## src/sv/dcr_pkg.sv

```systemverilog
// Shared constants for the display controller register block.
// Bus address map, command codes and tags, field widths.
// No dependencies.
package dcr_pkg;

    localparam int IN_TDATA_W  = 32;
    localparam int OUT_TDATA_W = 48;

    localparam logic [15:0] DATA_ADDR  = 16'h0080;
    localparam logic [7:0]  SPACE_CHAR = 8'h20;

    // command code fields
    localparam logic [7:0] TAG_MASK = 8'hE0;
    localparam logic [7:0] ARG_MASK = 8'h1F;

    // self-test codes
    localparam logic [7:0] CMD_TEST_0 = 8'h00;
    localparam logic [7:0] CMD_TEST_1 = 8'h01;
    localparam logic [7:0] CMD_TEST_2 = 8'h02;
    localparam logic [7:0] CMD_TEST_4 = 8'h04;
    localparam logic [7:0] CMD_TEST_8 = 8'h08;

    localparam logic [7:0] CMD_DEV_RESET = 8'hFF;
    localparam logic [7:0] CMD_FLASH_OFF = 8'h80;

    localparam logic [7:0] TAG_SET_POS   = 8'h20;
    localparam logic [7:0] TAG_LAMPS     = 8'h40;
    localparam logic [7:0] TAG_FLASH_ON  = 8'h60;
    localparam logic [7:0] TAG_CLEAR     = 8'hC0;
    localparam logic [7:0] TAG_SCANS     = 8'hE0;

    // request kinds carried on s_tuser
    localparam logic REQ_WRITE = 1'b0;
    localparam logic REQ_READ  = 1'b1;

endpackage

```

## src/sv/display_controller_registers.sv

```systemverilog
// Display controller register block: character buffer, cursor, flash,
// blank scans and annunciator state behind a data and a control address.
// Depends on dcr_pkg.
//
// Usage: one transaction on the s_ channel is one bus access. s_tuser
// selects a bus write (0) or a read of one stored character (1). A write
// to address 0x0080 stores a character at the cursor; any other address
// is a command. Every access yields exactly one m_ transaction with the
// status byte, the character read (zero on writes) and the state as it
// stands after the access.
// m_tvalid rises in the cycle after acceptance; one access per cycle
// is sustained while the receiver takes each result, since state update
// and result register load happen in the same clock edge as acceptance.
// Reset (aresetn low) fills the buffer with spaces and clears cursor,
// flash, scans, lamps and status at once; the block accepts as soon as
// aresetn is high. When the receiver stalls, the result holds in the output
// register and s_tready drops until it is taken.
module display_controller_registers #(
    parameter int DISPLAY_LEN        = 32,
    parameter int CONTROL_STATUS_BIT = 0
) (
    input  logic                               aclk,
    input  logic                               aresetn,
    input  logic                               s_tvalid,
    output logic                               s_tready,
    // [15:0] address, [23:16] data, [28:24] char_index, [31:29] zero
    input  logic [dcr_pkg::IN_TDATA_W-1:0]     s_tdata,
    // [0] req_type
    input  logic                               s_tuser,
    output logic                               m_tvalid,
    input  logic                               m_tready,
    // [7:0] status, [15:8] char_out, [21:16] cursor, [22] flash_on,
    // [27:23] flash_at, [32:28] blank_scans, [40:33] lamps, [47:41] zero
    output logic [dcr_pkg::OUT_TDATA_W-1:0]    m_tdata
);
    import dcr_pkg::*;

    localparam int         IDX_W     = (DISPLAY_LEN > 1) ? $clog2(DISPLAY_LEN) : 1;
    localparam logic [5:0] LEN6      = 6'(DISPLAY_LEN);
    localparam logic [7:0] CTRL_MASK = 8'(1 << CONTROL_STATUS_BIT);

    logic [7:0] store_reg [DISPLAY_LEN];
    logic [5:0] write_pos_reg, write_pos_next;
    logic       flash_mode_reg, flash_mode_next;
    logic [4:0] flash_pos_reg, flash_pos_next;
    logic       ctrl_bit_reg, ctrl_bit_next;
    logic [4:0] scan_count_reg, scan_count_next;
    logic [7:0] lamps_reg, lamps_next;
    logic [7:0] char_out_next;

    logic                   out_valid_reg;
    logic [OUT_TDATA_W-1:0] out_data_reg, out_data_next;

    logic        accept;
    logic [15:0] in_addr;
    logic [7:0]  in_data;
    logic [4:0]  in_idx;
    logic [7:0]  tag;
    logic        is_test;
    logic        store_write;
    logic        store_clear;
    logic [7:0]  status_next;

    assign s_tready = aresetn && (!out_valid_reg || m_tready);
    assign accept   = s_tvalid && s_tready;
    assign m_tvalid = out_valid_reg;
    assign m_tdata  = out_data_reg;

    assign in_addr = s_tdata[15:0];
    assign in_data = s_tdata[23:16];
    assign in_idx  = s_tdata[28:24];
    assign tag     = in_data & TAG_MASK;
    assign is_test = (in_data == CMD_TEST_0) || (in_data == CMD_TEST_1) ||
                     (in_data == CMD_TEST_2) || (in_data == CMD_TEST_4) ||
                     (in_data == CMD_TEST_8);

    always_comb begin
        write_pos_next  = write_pos_reg;
        flash_mode_next = flash_mode_reg;
        flash_pos_next  = flash_pos_reg;
        ctrl_bit_next   = ctrl_bit_reg;
        scan_count_next = scan_count_reg;
        lamps_next      = lamps_reg;
        store_write     = 1'b0;
        store_clear     = 1'b0;
        char_out_next   = 8'h00;

        if (s_tuser == REQ_READ) begin
            if (6'(in_idx) < LEN6) begin
                char_out_next = store_reg[in_idx[IDX_W-1:0]];
            end
        end else if (in_addr == DATA_ADDR) begin
            if (write_pos_reg < LEN6) begin
                store_write    = 1'b1;
                write_pos_next = write_pos_reg + 6'd1;
                ctrl_bit_next  = 1'b0;
            end else begin
                ctrl_bit_next = 1'b1;
            end
        end else begin
            // first matching code wins; device reset precedes the scans tag
            if (is_test) begin
                ctrl_bit_next = 1'b1;
            end else if (in_data == CMD_DEV_RESET) begin
                flash_mode_next = 1'b0;
                flash_pos_next  = 5'd0;
                scan_count_next = 5'd0;
                lamps_next      = 8'h00;
                write_pos_next  = 6'd0;
                store_clear     = 1'b1;
            end else if (tag == TAG_SET_POS) begin
                write_pos_next = 6'(in_data & ARG_MASK);
            end else if (tag == TAG_LAMPS) begin
                lamps_next = in_data;
            end else if (tag == TAG_FLASH_ON) begin
                flash_pos_next  = 5'(in_data & ARG_MASK);
                flash_mode_next = 1'b1;
            end else if (in_data == CMD_FLASH_OFF) begin
                flash_mode_next = 1'b0;
            end else if (tag == TAG_CLEAR) begin
                write_pos_next = 6'd0;
                store_clear    = 1'b1;
            end else if (tag == TAG_SCANS) begin
                scan_count_next = 5'(in_data & ARG_MASK);
            end
            ctrl_bit_next = 1'b1;
        end
    end

    assign status_next   = ctrl_bit_next ? CTRL_MASK : 8'h00;
    assign out_data_next = {7'd0, lamps_next, scan_count_next, flash_pos_next,
                            flash_mode_next, write_pos_next, char_out_next,
                            status_next};

    always_ff @(posedge aclk) begin
        if (!aresetn) begin
            write_pos_reg  <= 6'd0;
            flash_mode_reg <= 1'b0;
            flash_pos_reg  <= 5'd0;
            ctrl_bit_reg   <= 1'b0;
            scan_count_reg <= 5'd0;
            lamps_reg      <= 8'h00;
            out_valid_reg  <= 1'b0;
        end else begin
            if (accept) begin
                write_pos_reg  <= write_pos_next;
                flash_mode_reg <= flash_mode_next;
                flash_pos_reg  <= flash_pos_next;
                ctrl_bit_reg   <= ctrl_bit_next;
                scan_count_reg <= scan_count_next;
                lamps_reg      <= lamps_next;
                out_valid_reg  <= 1'b1;
            end else if (m_tready) begin
                out_valid_reg <= 1'b0;
            end
        end
    end

    always_ff @(posedge aclk) begin
        if (accept) begin
            out_data_reg <= out_data_next;
        end
    end

    // flop register file: the whole buffer clears at once on an accepted clear
    always_ff @(posedge aclk) begin
        for (int i = 0; i < DISPLAY_LEN; i++) begin
            if (!aresetn) begin
                store_reg[i] <= SPACE_CHAR;
            end else if (accept && store_clear) begin
                store_reg[i] <= SPACE_CHAR;
            end else if (accept && store_write &&
                         write_pos_reg[IDX_W-1:0] == IDX_W'(i)) begin
                store_reg[i] <= in_data;
            end
        end
    end

    a_cursor_range: assert property (@(posedge aclk) disable iff (!aresetn)
        write_pos_reg <= 6'd32)
        else $error("cursor beyond buffer-full value");

    a_read_no_state: assert property (@(posedge aclk) disable iff (!aresetn)
        (accept && s_tuser == REQ_READ) |=>
            ($stable(write_pos_reg) && $stable(ctrl_bit_reg) &&
             $stable(lamps_reg) && $stable(flash_mode_reg)))
        else $error("read transaction changed state");

    a_result_follows: assert property (@(posedge aclk) disable iff (!aresetn)
        accept |=> m_tvalid)
        else $error("accepted transaction produced no result");

    a_write_char_zero: assert property (@(posedge aclk) disable iff (!aresetn)
        (accept && s_tuser == REQ_WRITE) |=> (m_tdata[15:8] == 8'h00))
        else $error("char_out nonzero on write result");

endmodule
```

## config.mk

```make
export PLATFORM = sky130hd
export DESIGN_NAME = display_controller_registers
export DESIGN_NICKNAME = d
export VERILOG_FILES = /design/src/sv/dcr_pkg.sv /design/src/sv/display_controller_registers.sv
export SDC_FILE = /design/constraint.sdc
export NUM_CORES = 1
export LEC_CHECK = 0
export BUFFER_PORTS_ARGS = -buffer_cell sky130_fd_sc_hd__buf_2
export CORE_MARGIN = 8
export CORE_UTILIZATION = 53
export CTS_CLUSTER_SIZE = 10
export DETAILED_ROUTE_END_ITERATION = 6
export GPL_ROUTABILITY_DRIVEN = 1
export HOLD_SLACK_MARGIN = 0.02
export PLACE_DENSITY_LB_ADDON = 0.12
export SYNTH_ARGS = -nofsm -noshare
export SYNTH_HDL_FRONTEND = slang
export SYNTH_SLANG_ARGS = --single-unit
```

## constraint.sdc

```tcl
create_clock -name aclk -period 3.2 [get_ports aclk]
set_clock_uncertainty 0.1 [all_clocks]
set_input_delay 0.16 -clock aclk [delete_from_list [all_inputs] [get_ports aclk]]
set_output_delay 0.16 -clock aclk [all_outputs]
set_load 0.03 [all_outputs]
```

==> results of run 1 <==
## how the worst max path moves through the flow
stage	start	slack, ns	end
3_5_place_dp	s_tdata[9]	0.52	store_reg[19][3]
3_3_place_gp	s_tdata[0]	0.61	store_reg[19][1]
6_report	write_pos_reg[5]	0.57	store_reg[10][4]
2_1_floorplan	m_tvalid	0.35	lamps_reg[0]
5_1_grt	write_pos_reg[5]	0.48	store_reg[25][2]
4_1_cts	write_pos_reg[5]	0.61	store_reg[10][4]
## through the flow
step,power (mW),util,setup WS [ns],instances
CTS,9.16,0.607,0.605,1579
detailed placement,5.44,0.568,0.523,1521
global placement,5.43,0.568,0.611,1521
floorplan,5.21,-,0.349,1123
finish,9.08,0.607,0.570,1579
global route,9.37,0.607,0.484,1579
## placed cells by master, fill, tap and decap left out, types with 5 or more instances in the layout
| cell type | synthesis | layout |
|---|---|---|
| nand2_1 | 44 | 44 |
| and2_1 | 214 | 214 |
| mux2i_1 | 10 | 10 |
| or3_1 | 33 | 33 |
| a2111oi_0 | 8 | 8 |
| a31oi_1 | 12 | 11 |
| a22o_1 | 5 | 5 |
| o21ai_0 | 67 | 67 |
| inv_1 | 8 | 8 |
| edfxtp_1 | 290 | 290 |
| nor3_1 | 5 | 5 |
| a211oi_1 | 10 | 10 |
| buf_4 | 18 | 57 |
| a21oi_1 | 11 | 11 |
| and3_1 | 20 | 20 |
| ha_1 | 6 | 6 |
| nand3_1 | 8 | 8 |
| mux4_2 | 56 | 56 |
| nor2_1 | 38 | 37 |
| conb_1 | 1 | 14 |
| buf_2 | 17 | 67 |
| dfxtp_1 | 27 | 27 |
| a32o_1 | 6 | 6 |
| clkbuf_1 | 63 | 13 |
| o22a_1 | 6 | 6 |
| nor2_2 | 12 | 12 |
| o211ai_1 | 9 | 9 |
| a22oi_1 | 8 | 8 |
| nor2b_1 | 22 | 22 |
| a211o_1 | 8 | 8 |
| clkbuf_16 | 0 | 39 |
| o221a_2 | 5 | 5 |
## power by group through the flow
| stage | Clock, mW | Combinational [mW] | Sequential [mW] |
|---|---|---|---|
| 6_report | 3.72 | 0.669 | 4.69 |
| 5_1_grt | 3.95 | 0.716 | 4.70 |
| 4_1_cts | 3.80 | 0.672 | 4.69 |
| 3_5_place_dp | 0 | 0.667 | 4.78 |
| 3_3_place_gp | 0 | 0.660 | 4.77 |
| 2_1_floorplan | 0 | 0.410 | 4.79 |
## tightest hold or removal path, cell delays in order
cell and delay, ns:
buf_2 0.12, buf_4 0.23, o311a_1 0.14
## metal layers
metal  up-vias  track usage
met2       312        0.335
met4         0       0.0720
met5         -            0
li1       4280            -
met3        67       0.0311
met1      4594        0.280
## cells by family (layout without fill, tap and decap cells)
| group | Yosys count | in the layout | share of synthesized area |
|---|---|---|---|
| buffers and inverters | 113 | 191 | 0.0362 |
| flip-flops | 317 | 317 | 0.616 |
| multiplexers | 66 | 66 | 0.0906 |
| other | 1 | 14 | 0.000250 |
| AO/OA/AOI/OAI | 176 | 176 | 0.0785 |
| adder cells (fa/ha/maj) | 6 | 6 | 0.00500 |
| AND/OR/NAND/NOR | 431 | 431 | 0.174 |
## final cells by class
| class | instances | area [sq um] |
|---|---|---|
| tap | 378 | 473 |
| multi-input combinational | 693 | 5290 |
| sequential | 317 | 9250 |
| inverter | 8 | 30.0 |
| clock buffer | 52 | 1020 |
| clock inverter | 2 | 12.5 |
| fill | 2147 | 11000 |
| timing repair buffer | 129 | 823 |
## timing repair
item / in CTS / in global routing
setup endpoints to repair: 0 / 0
hold endpoints to repair: 3 / 0
hold buffers: 4 / 0
==> results_dict.tcl, run 1 <==
set metrics [dict create \
    hp-start "aresetn" \
    nets 1229 \
    synth_edf_count 290 \
    hold_ws_ns 0.0847 \
    path_delay_family "simple AND/OR/NAND/NOR gates" \
    htreeDepth 2 \
    start_kind "flip-flop" \
    rr_endpoint "store_reg[10][4]" \
    cts_made_buffers 37 \
    p_seq_frac 0.517 \
    fin_crit_ns 2.63 \
    syn_to_final_growth_pct 12.5 \
    port_buffers 69 \
    finalCritPeriodShare 0.822 \
    grt_usage 0.206 \
    core_area_sq_um 27900 \
    wl_met2_mm 16.4 \
    synthMostInstantiatedCell "edfxtp_1" \
    remaining_drc_errors 0 \
    critPathBufInv 2 \
    synthCells 1110 \
    drtIter0Drc 757 \
    drv_cap 0 \
    ys_seq_area_frac 0.616 \
    grt_pass1_vias 9395 \
    place.gp.congestion 0.847 \
    ios 87 \
    syn_area_per_cell_sq_um 13.5 \
    r2r_start "write_pos_reg[5]" \
    cts_tree "yes" \
    largest_reg_flops 256 \
    cts_buffer_depth 3 \
    cp_num_cells 5 \
    clock-sinks 317 \
    highest_layer "met4" \
    ys_types 63 \
    yosysWarningCount 0 \
    synthTopCellsByCount "edfxtp_1 (290), and2_1 (214), o21ai_0 (67)" \
    post_cts_buffers 0 \
    grt_pass1_wl_mm 53.5 \
    yosys-top-cells-area "edfxtp_1 (58%), and2_1 (8.9%), mux4_2 (8.4%), dfxtp_1 (3.6%), o21ai_0 (2.2%)" \
    hold_viol 0 \
    max_stage_delay_ns 0.58 \
    slew-limit-headroom 0.419 \
    met1_length_mm 15.2 \
    wl_met3_mm 2.11 \
    rsz0062_at_grt "no" \
    synth_ff_type "edfxtp_1" \
    dieWidth_microns 184 \
    cp_slowest_cell "nor4_4" \
    power_density_nw_per_um2 538 \
    synth_top_area_cell "edfxtp_1" \
    wl_per_cell_microns 22.0 \
    ant_nets 0 \
    crit_path_end_kind "flip-flop" \
    synthArstFlopShare 0 \
    placed_cell_area_sq_um 15800 \
    detail_route.first_pass.iterations 5 \
    clockPowerShare 0.410 \
    hold_class "in2reg" \
    leakagePower_nw 6.04 \
    holdPathEnd "write_pos_reg[5]" \
    power.switching_mw 2.01 \
    clock_latency_ns 0.51 \
    synthDominantCellAreaShare 0.580 \
    design_area_sq_um 16900 \
    status "complete, no violations" \
    setup_tns_ns 0 \
    setup_violations 0 \
    cts_resized 0 \
    critPathKind "reg2reg" \
    ir_drop_uv 327 \
    slew_violations 0 \
    max_clock_freq_mhz 380 \
    pwr-share-comb 0.074 \
    clock-root-buffer "clkbuf_16" \
    min_path_cells 3 \
    diodes 0 \
    intPower_mw 7.08 \
    grt-ovfl-total 0 \
    num_vias 9253 \
    rows 61 \
    clk_pin_slew_ns 0.06 \
    drive_above_1_share 0.212 \
    r2r_cells 5 \
    hpwl_mm 23.2 \
    cp.required_ns 3.31 \
    initial_utilization 0.539 \
    dieArea_sq_um 34000 \
    synth_seq_cells 317 \
    path_cells "nor4_4, buf_4, nand4b_4, o21ai_0, buf_4" \
    die_h_microns 184 \
    wl_mm 34.7 \
    worst_path_most_repeated_cell "buf_4" \
    worstMarginPinSlew_ns 0.871 \
    swShare 0.221 \
    critPathMaxFanout 24 \
    r2r_setup_slack_ns 0.57 \
    grt_antenna_before_repair 0 \
    vias_per_cell 5.86 \
    grt_max_degree 64 \
    synthesis.area_sq_um 15000 \
    crit_arrival_ns 2.74 \
]
Note: power is estimated with default switching activity, not from simulation.
==> run 2, diff against run 1 <==
- clock period: 3.2 -> 2.54 ns (I/O delays scaled with it)
==> results_dict.tcl, run 2 (synthesis results as in run 1) <==
set metrics [dict create \
    status "complete, no violations" \
    r2r_start "m_tvalid" \
    max_clock_freq_mhz 417 \
    clock-root-buffer "clkbuf_16" \
    highest_layer "met4" \
    post_cts_buffers 0 \
    htreeDepth 2 \
    rows 61 \
    fin_crit_ns 2.40 \
    critPathMaxFanout 10 \
    initial_utilization 0.539 \
    drv_cap 0 \
    hold_viol 0 \
    mostFrequentLayoutCell "edfxtp_1" \
    met1_length_mm 16.1 \
    finalCritPeriodShare 0.943 \
    ios 87 \
    wl_per_cell_microns 22.1 \
    holdPathEnd "store_reg[27][7]" \
    drtIter0Drc 932 \
    crit_arrival_ns 2.69 \
    critPathKind "in2reg" \
    num_vias 9373 \
    slew-limit-headroom 0.369 \
    design_area_sq_um 17100 \
    place.gp.congestion 0.838 \
    nets 1252 \
    vias_per_cell 5.83 \
    detail_route.first_pass.iterations 5 \
    grt_usage 0.210 \
    clock_latency_ns 0.52 \
    port_buffers 69 \
    cts_buffer_depth 3 \
    grt-ovfl-total 0 \
    core_area_sq_um 27900 \
    slew_violations 0 \
    start_kind "input port" \
    clock-sinks 317 \
    dieWidth_microns 184 \
    cts_tree "yes" \
    ant_nets 0 \
    grt_pass1_vias 9207 \
    ir_drop_uv 511 \
    grt_antenna_before_repair 0 \
    wl_met2_mm 16.1 \
    worstMarginPinSlew_ns 0.945 \
    placed_cell_area_sq_um 16000 \
    rr_endpoint "store_reg[4][7]" \
    hold_class "in2reg" \
    crit_path_end_kind "flip-flop" \
    die_h_microns 184 \
    setup_violations 0 \
    multi_input_area_sq_um 5290 \
    grt_pass1_wl_mm 54.2 \
    cts_made_buffers 38 \
    largest_reg_flops 256 \
    dieArea_sq_um 34000 \
    hp-start "s_tdata[23]" \
    syn_to_final_growth_pct 14.1 \
    rsz0062_at_grt "no" \
    final_cell_mix "edfxtp_1 (290), and2_1 (214), buf_4 (77), buf_2 (67), mux4_2 (56)" \
    cp.required_ns 2.83 \
    leakagePower_nw 6.17 \
    power_density_nw_per_um2 679 \
    wl_met3_mm 2.41 \
    hold_ws_ns 0.0369 \
    regArea_sq_um 9250 \
    min_path_cells 2 \
    wl_mm 35.5 \
    grt_max_degree 41 \
    r2r_setup_slack_ns 0.37 \
    fillers 2113 \
    hpwl_mm 23.8 \
    r2r_cells 6 \
    clk_pin_slew_ns 0.05 \
    drive_above_1_share 0.227 \
    remaining_drc_errors 0 \
]
## run 2: cell count changes in the layout (fill, tap and decap cells not counted), moves of 2 or more
cell / change
o21ai_1: +13
buf_4: +20
clkbuf_1: +2
o21ai_0: -13
## run 2: cell type report
cell class,instances,share of cell area
diodes,1,0.000146
clock buffers,53,0.0588
clock inverters,7,0.00446
inverters,8,0.00175
multi-input cells,693,0.309
flip-flops and latches,317,0.540
well taps,378,0.0276
repair buffers,151,0.0586
## run 2: how the worst max path moves through the flow
stage,startpoint,to,slack [ns],cells past startpoint
after floorplan,m_tvalid,store_reg[29][0],-0.08,5
after global placement,s_tdata[24],m_tdata[10],0.20,5
after detailed placement,s_tdata[24],m_tdata[10],0.17,5
after CTS,s_tdata[19],lamps_reg[6],0.18,9
after global routing,s_tdata[19],lamps_reg[6],0.04,9
final,s_tdata[19],lamps_reg[6],0.14,9
## run 2: layer usage
layer / GRT usage / vias to the layer above
li1: - / 4324
met1: 0.302 / 4645
met2: 0.321 / 343
met3: 0.0400 / 61
met4: 0.0662 / 0
met5: 0 / -
## run 2: repair_timing
item | in CTS | in global routing
gates resized for setup | 0 | 0
hold buffers | 5 | 0
endpoints found under the hold margin | 8 | 0
setup endpoints to repair | 0 | 0
## run 2: stage by stage
stage / instances / utilization / worst slack [ns] / power (mW) / setup TNS [ns]
2_1_floorplan: 1123 / - / -0.0754 / 6.56 / -9.58
3_3_place_gp: 1542 / 0.574 / 0.204 / 6.87 / 0
3_5_place_dp: 1542 / 0.574 / 0.173 / 6.88 / 0
4_1_cts: 1607 / 0.615 / 0.181 / 11.7 / 0
5_1_grt: 1607 / 0.615 / 0.0420 / 12.0 / 0
6_report: 1608 / 0.615 / 0.144 / 11.6 / 0
## run 2: power breakdown
| part | internal [mW] | switching [mW] |
|---|---|---|
| registers | 5.85 | 0.0676 |
| logic | 0.309 | 0.553 |
| clock network | 2.85 | 1.99 |
## run 2: worst max-delay path: stages
cell and delay, ns:
dlygate4sd3_1 0.51, buf_2 0.24, a211oi_1 0.10, o21ai_0 0.30, nand3_1 0.28, buf_4 0.24
nor2_1 0.20, a31oi_1 0.12, dlygate4sd3_1 0.57
==> run 3, diff against run 2 <==
- REMOVE_ABC_BUFFERS: not set -> 1
==> results_dict.tcl, run 3 (synthesis results as in run 1) <==
set metrics [dict create \
    status "complete, no violations" \
    power_density_nw_per_um2 674 \
    cts_tree "yes" \
    leakagePower_nw 6.09 \
    grt-ovfl-total 0 \
    detail_route.first_pass.iterations 6 \
    dieWidth_microns 184 \
    hpwl_mm 23.8 \
    dieArea_sq_um 34000 \
    slew-limit-headroom 0.227 \
    place.gp.congestion 0.864 \
    die_h_microns 184 \
    power_mw 11.5 \
    rows 61 \
    final_util 0.610 \
    holdPathEnd "flash_pos_reg[0]" \
    finalCritPeriodShare 0.858 \
    wl_mm 35.0 \
    setup_violations 0 \
    ant_nets 0 \
    cts_buffer_depth 3 \
    mostFrequentLayoutCell "edfxtp_1" \
    core_area_sq_um 27900 \
    grt_usage 0.211 \
    start_kind "flip-flop" \
    clk_pin_slew_ns 0.06 \
    worstMarginPinSlew_ns 1.16 \
    wl_per_cell_microns 22.1 \
    highest_layer "met4" \
    clockPowerShare 0.409 \
    clock-sinks 317 \
    r2r_setup_slack_ns 0.36 \
    ir_drop_uv 458 \
    slew_violations 0 \
    cts_made_buffers 38 \
    hold_class "in2reg" \
    num_vias 9153 \
    grt_pass1_vias 9290 \
    critPathMaxFanout 24 \
    placed_cells 1530 \
    wl_met2_mm 16.4 \
    path_cells "nor2b_1, nor4_4, buf_4, nand4_4, o21ai_0, buf_4" \
    crit_path_end_kind "flip-flop" \
    vias_per_cell 5.78 \
    met1_length_mm 15.2 \
    fin_crit_ns 2.18 \
    clock_latency_ns 0.51 \
    grt_max_degree 43 \
    syn_to_final_growth_pct 13.1 \
    crit_arrival_ns 2.29 \
    remaining_drc_errors 0 \
    port_buffers 69 \
    critPathKind "reg2reg" \
    cp_slowest_cell "nand4_4" \
    hp-start "s_tdata[16]" \
    htreeDepth 2 \
    wl_met3_mm 2.32 \
    rr_endpoint "store_reg[7][1]" \
    fin_cells 1584 \
    rsz0062_at_grt "no" \
    worst_path_most_repeated_cell "buf_4" \
    initial_utilization 0.539 \
    pwr-share-comb 0.074 \
    swShare 0.223 \
    ios 87 \
    power.switching_mw 2.55 \
    cp.required_ns 2.65 \
    max_clock_freq_mhz 459 \
    intPower_mw 8.90 \
    min_path_cells 3 \
    clock-root-buffer "clkbuf_16" \
    final_cell_mix "edfxtp_1 (290), and2_1 (214), o21ai_0 (67), buf_2 (67), buf_4 (63)" \
    max_stage_delay_ns 0.34 \
    grt_antenna_before_repair 1 \
    drtIter0Drc 781 \
    p_seq_frac 0.516 \
    post_cts_buffers 0 \
    r2r_cells 6 \
    nets 1238 \
    r2r_start "m_tvalid" \
    drv_cap 0 \
    largest_reg_flops 256 \
    drive_above_1_share 0.221 \
    hold_viol 0 \
    grt_pass1_wl_mm 54.6 \
]
## run 3: cell count changes in the layout (fill, tap and decap cells not counted), sizes merged
cell,delta
bufinv,-1
dlygate4sd3,-2
clkbuf,-6
clkinv,-3
buf,-12
## run 3: worst max-delay path: cells and delay by family (launching register included)
family / cells / cell delay (ns)
AO/OA/AOI/OAI: 1 / 0.28
buffers and inverters: 2 / 0.43
flip-flops: 1 / 0.32
AND/OR/NAND/NOR: 3 / 0.74
## run 3: power by group through the flow
stage	clock network, mW	registers [mW]	logic (mW)
6_report	4.69	5.92	0.853
3_5_place_dp	0	6.02	0.851
2_1_floorplan	0	6.05	0.375
5_1_grt	4.98	5.93	0.917
4_1_cts	4.78	5.92	0.857
3_3_place_gp	0	6.01	0.842
## run 3: stage by stage
step / setup WS, ns / area (sq um) / hold WS, ns / TNS, ns
after CTS: 0.363 / 17000 / 0.0245 / 0
after global placement: 0.253 / 15900 / 0.250 / 0
final: 0.362 / 17000 / 0.0474 / 0
after global routing: 0.164 / 17000 / 0.0461 / 0
after detailed placement: 0.192 / 15900 / 0.256 / 0
after floorplan: -0.515 / 14600 / 0.127 / -133.67
## run 3: area by class of cell
cell class / count / area [sq um]
multi-input combinational: 693 / 5290
timing repair buffer: 137 / 918
clock inverter: 3 / 22.5
tap: 378 / 473
inverter: 8 / 30.0
clock buffer: 47 / 1010
fill: 2136 / 10900
antenna: 1 / 2.50
sequential: 317 / 9250
## run 3: what timing repair did
action	CTS	global route
endpoints found under the hold margin	2	0
setup endpoints to repair	0	0
hold buffers	3	0
resized for setup	0	0
## run 3: layer usage
metal / up-vias / GRT usage
met2: 310 / 0.336
met5: - / 0
li1: 4291 / -
met1: 4496 / 0.287
met4: 0 / 0.0787
met3: 56 / 0.0374
## run 3: worst max path at each step
| stage | startpoint | end | slack (ns) | cells after the start |
|---|---|---|---|---|
| floorplan | m_tvalid | store_reg[0][0] | -0.51 | 4 |
| CTS | m_tvalid | store_reg[5][1] | 0.36 | 6 |
| detailed placement | s_tdata[0] | store_reg[30][1] | 0.19 | 7 |
| finish | m_tvalid | store_reg[7][1] | 0.36 | 6 |
| global placement | s_tdata[18] | store_reg[2][4] | 0.25 | 8 |
| global route | s_tdata[18] | lamps_reg[6] | 0.16 | 9 |
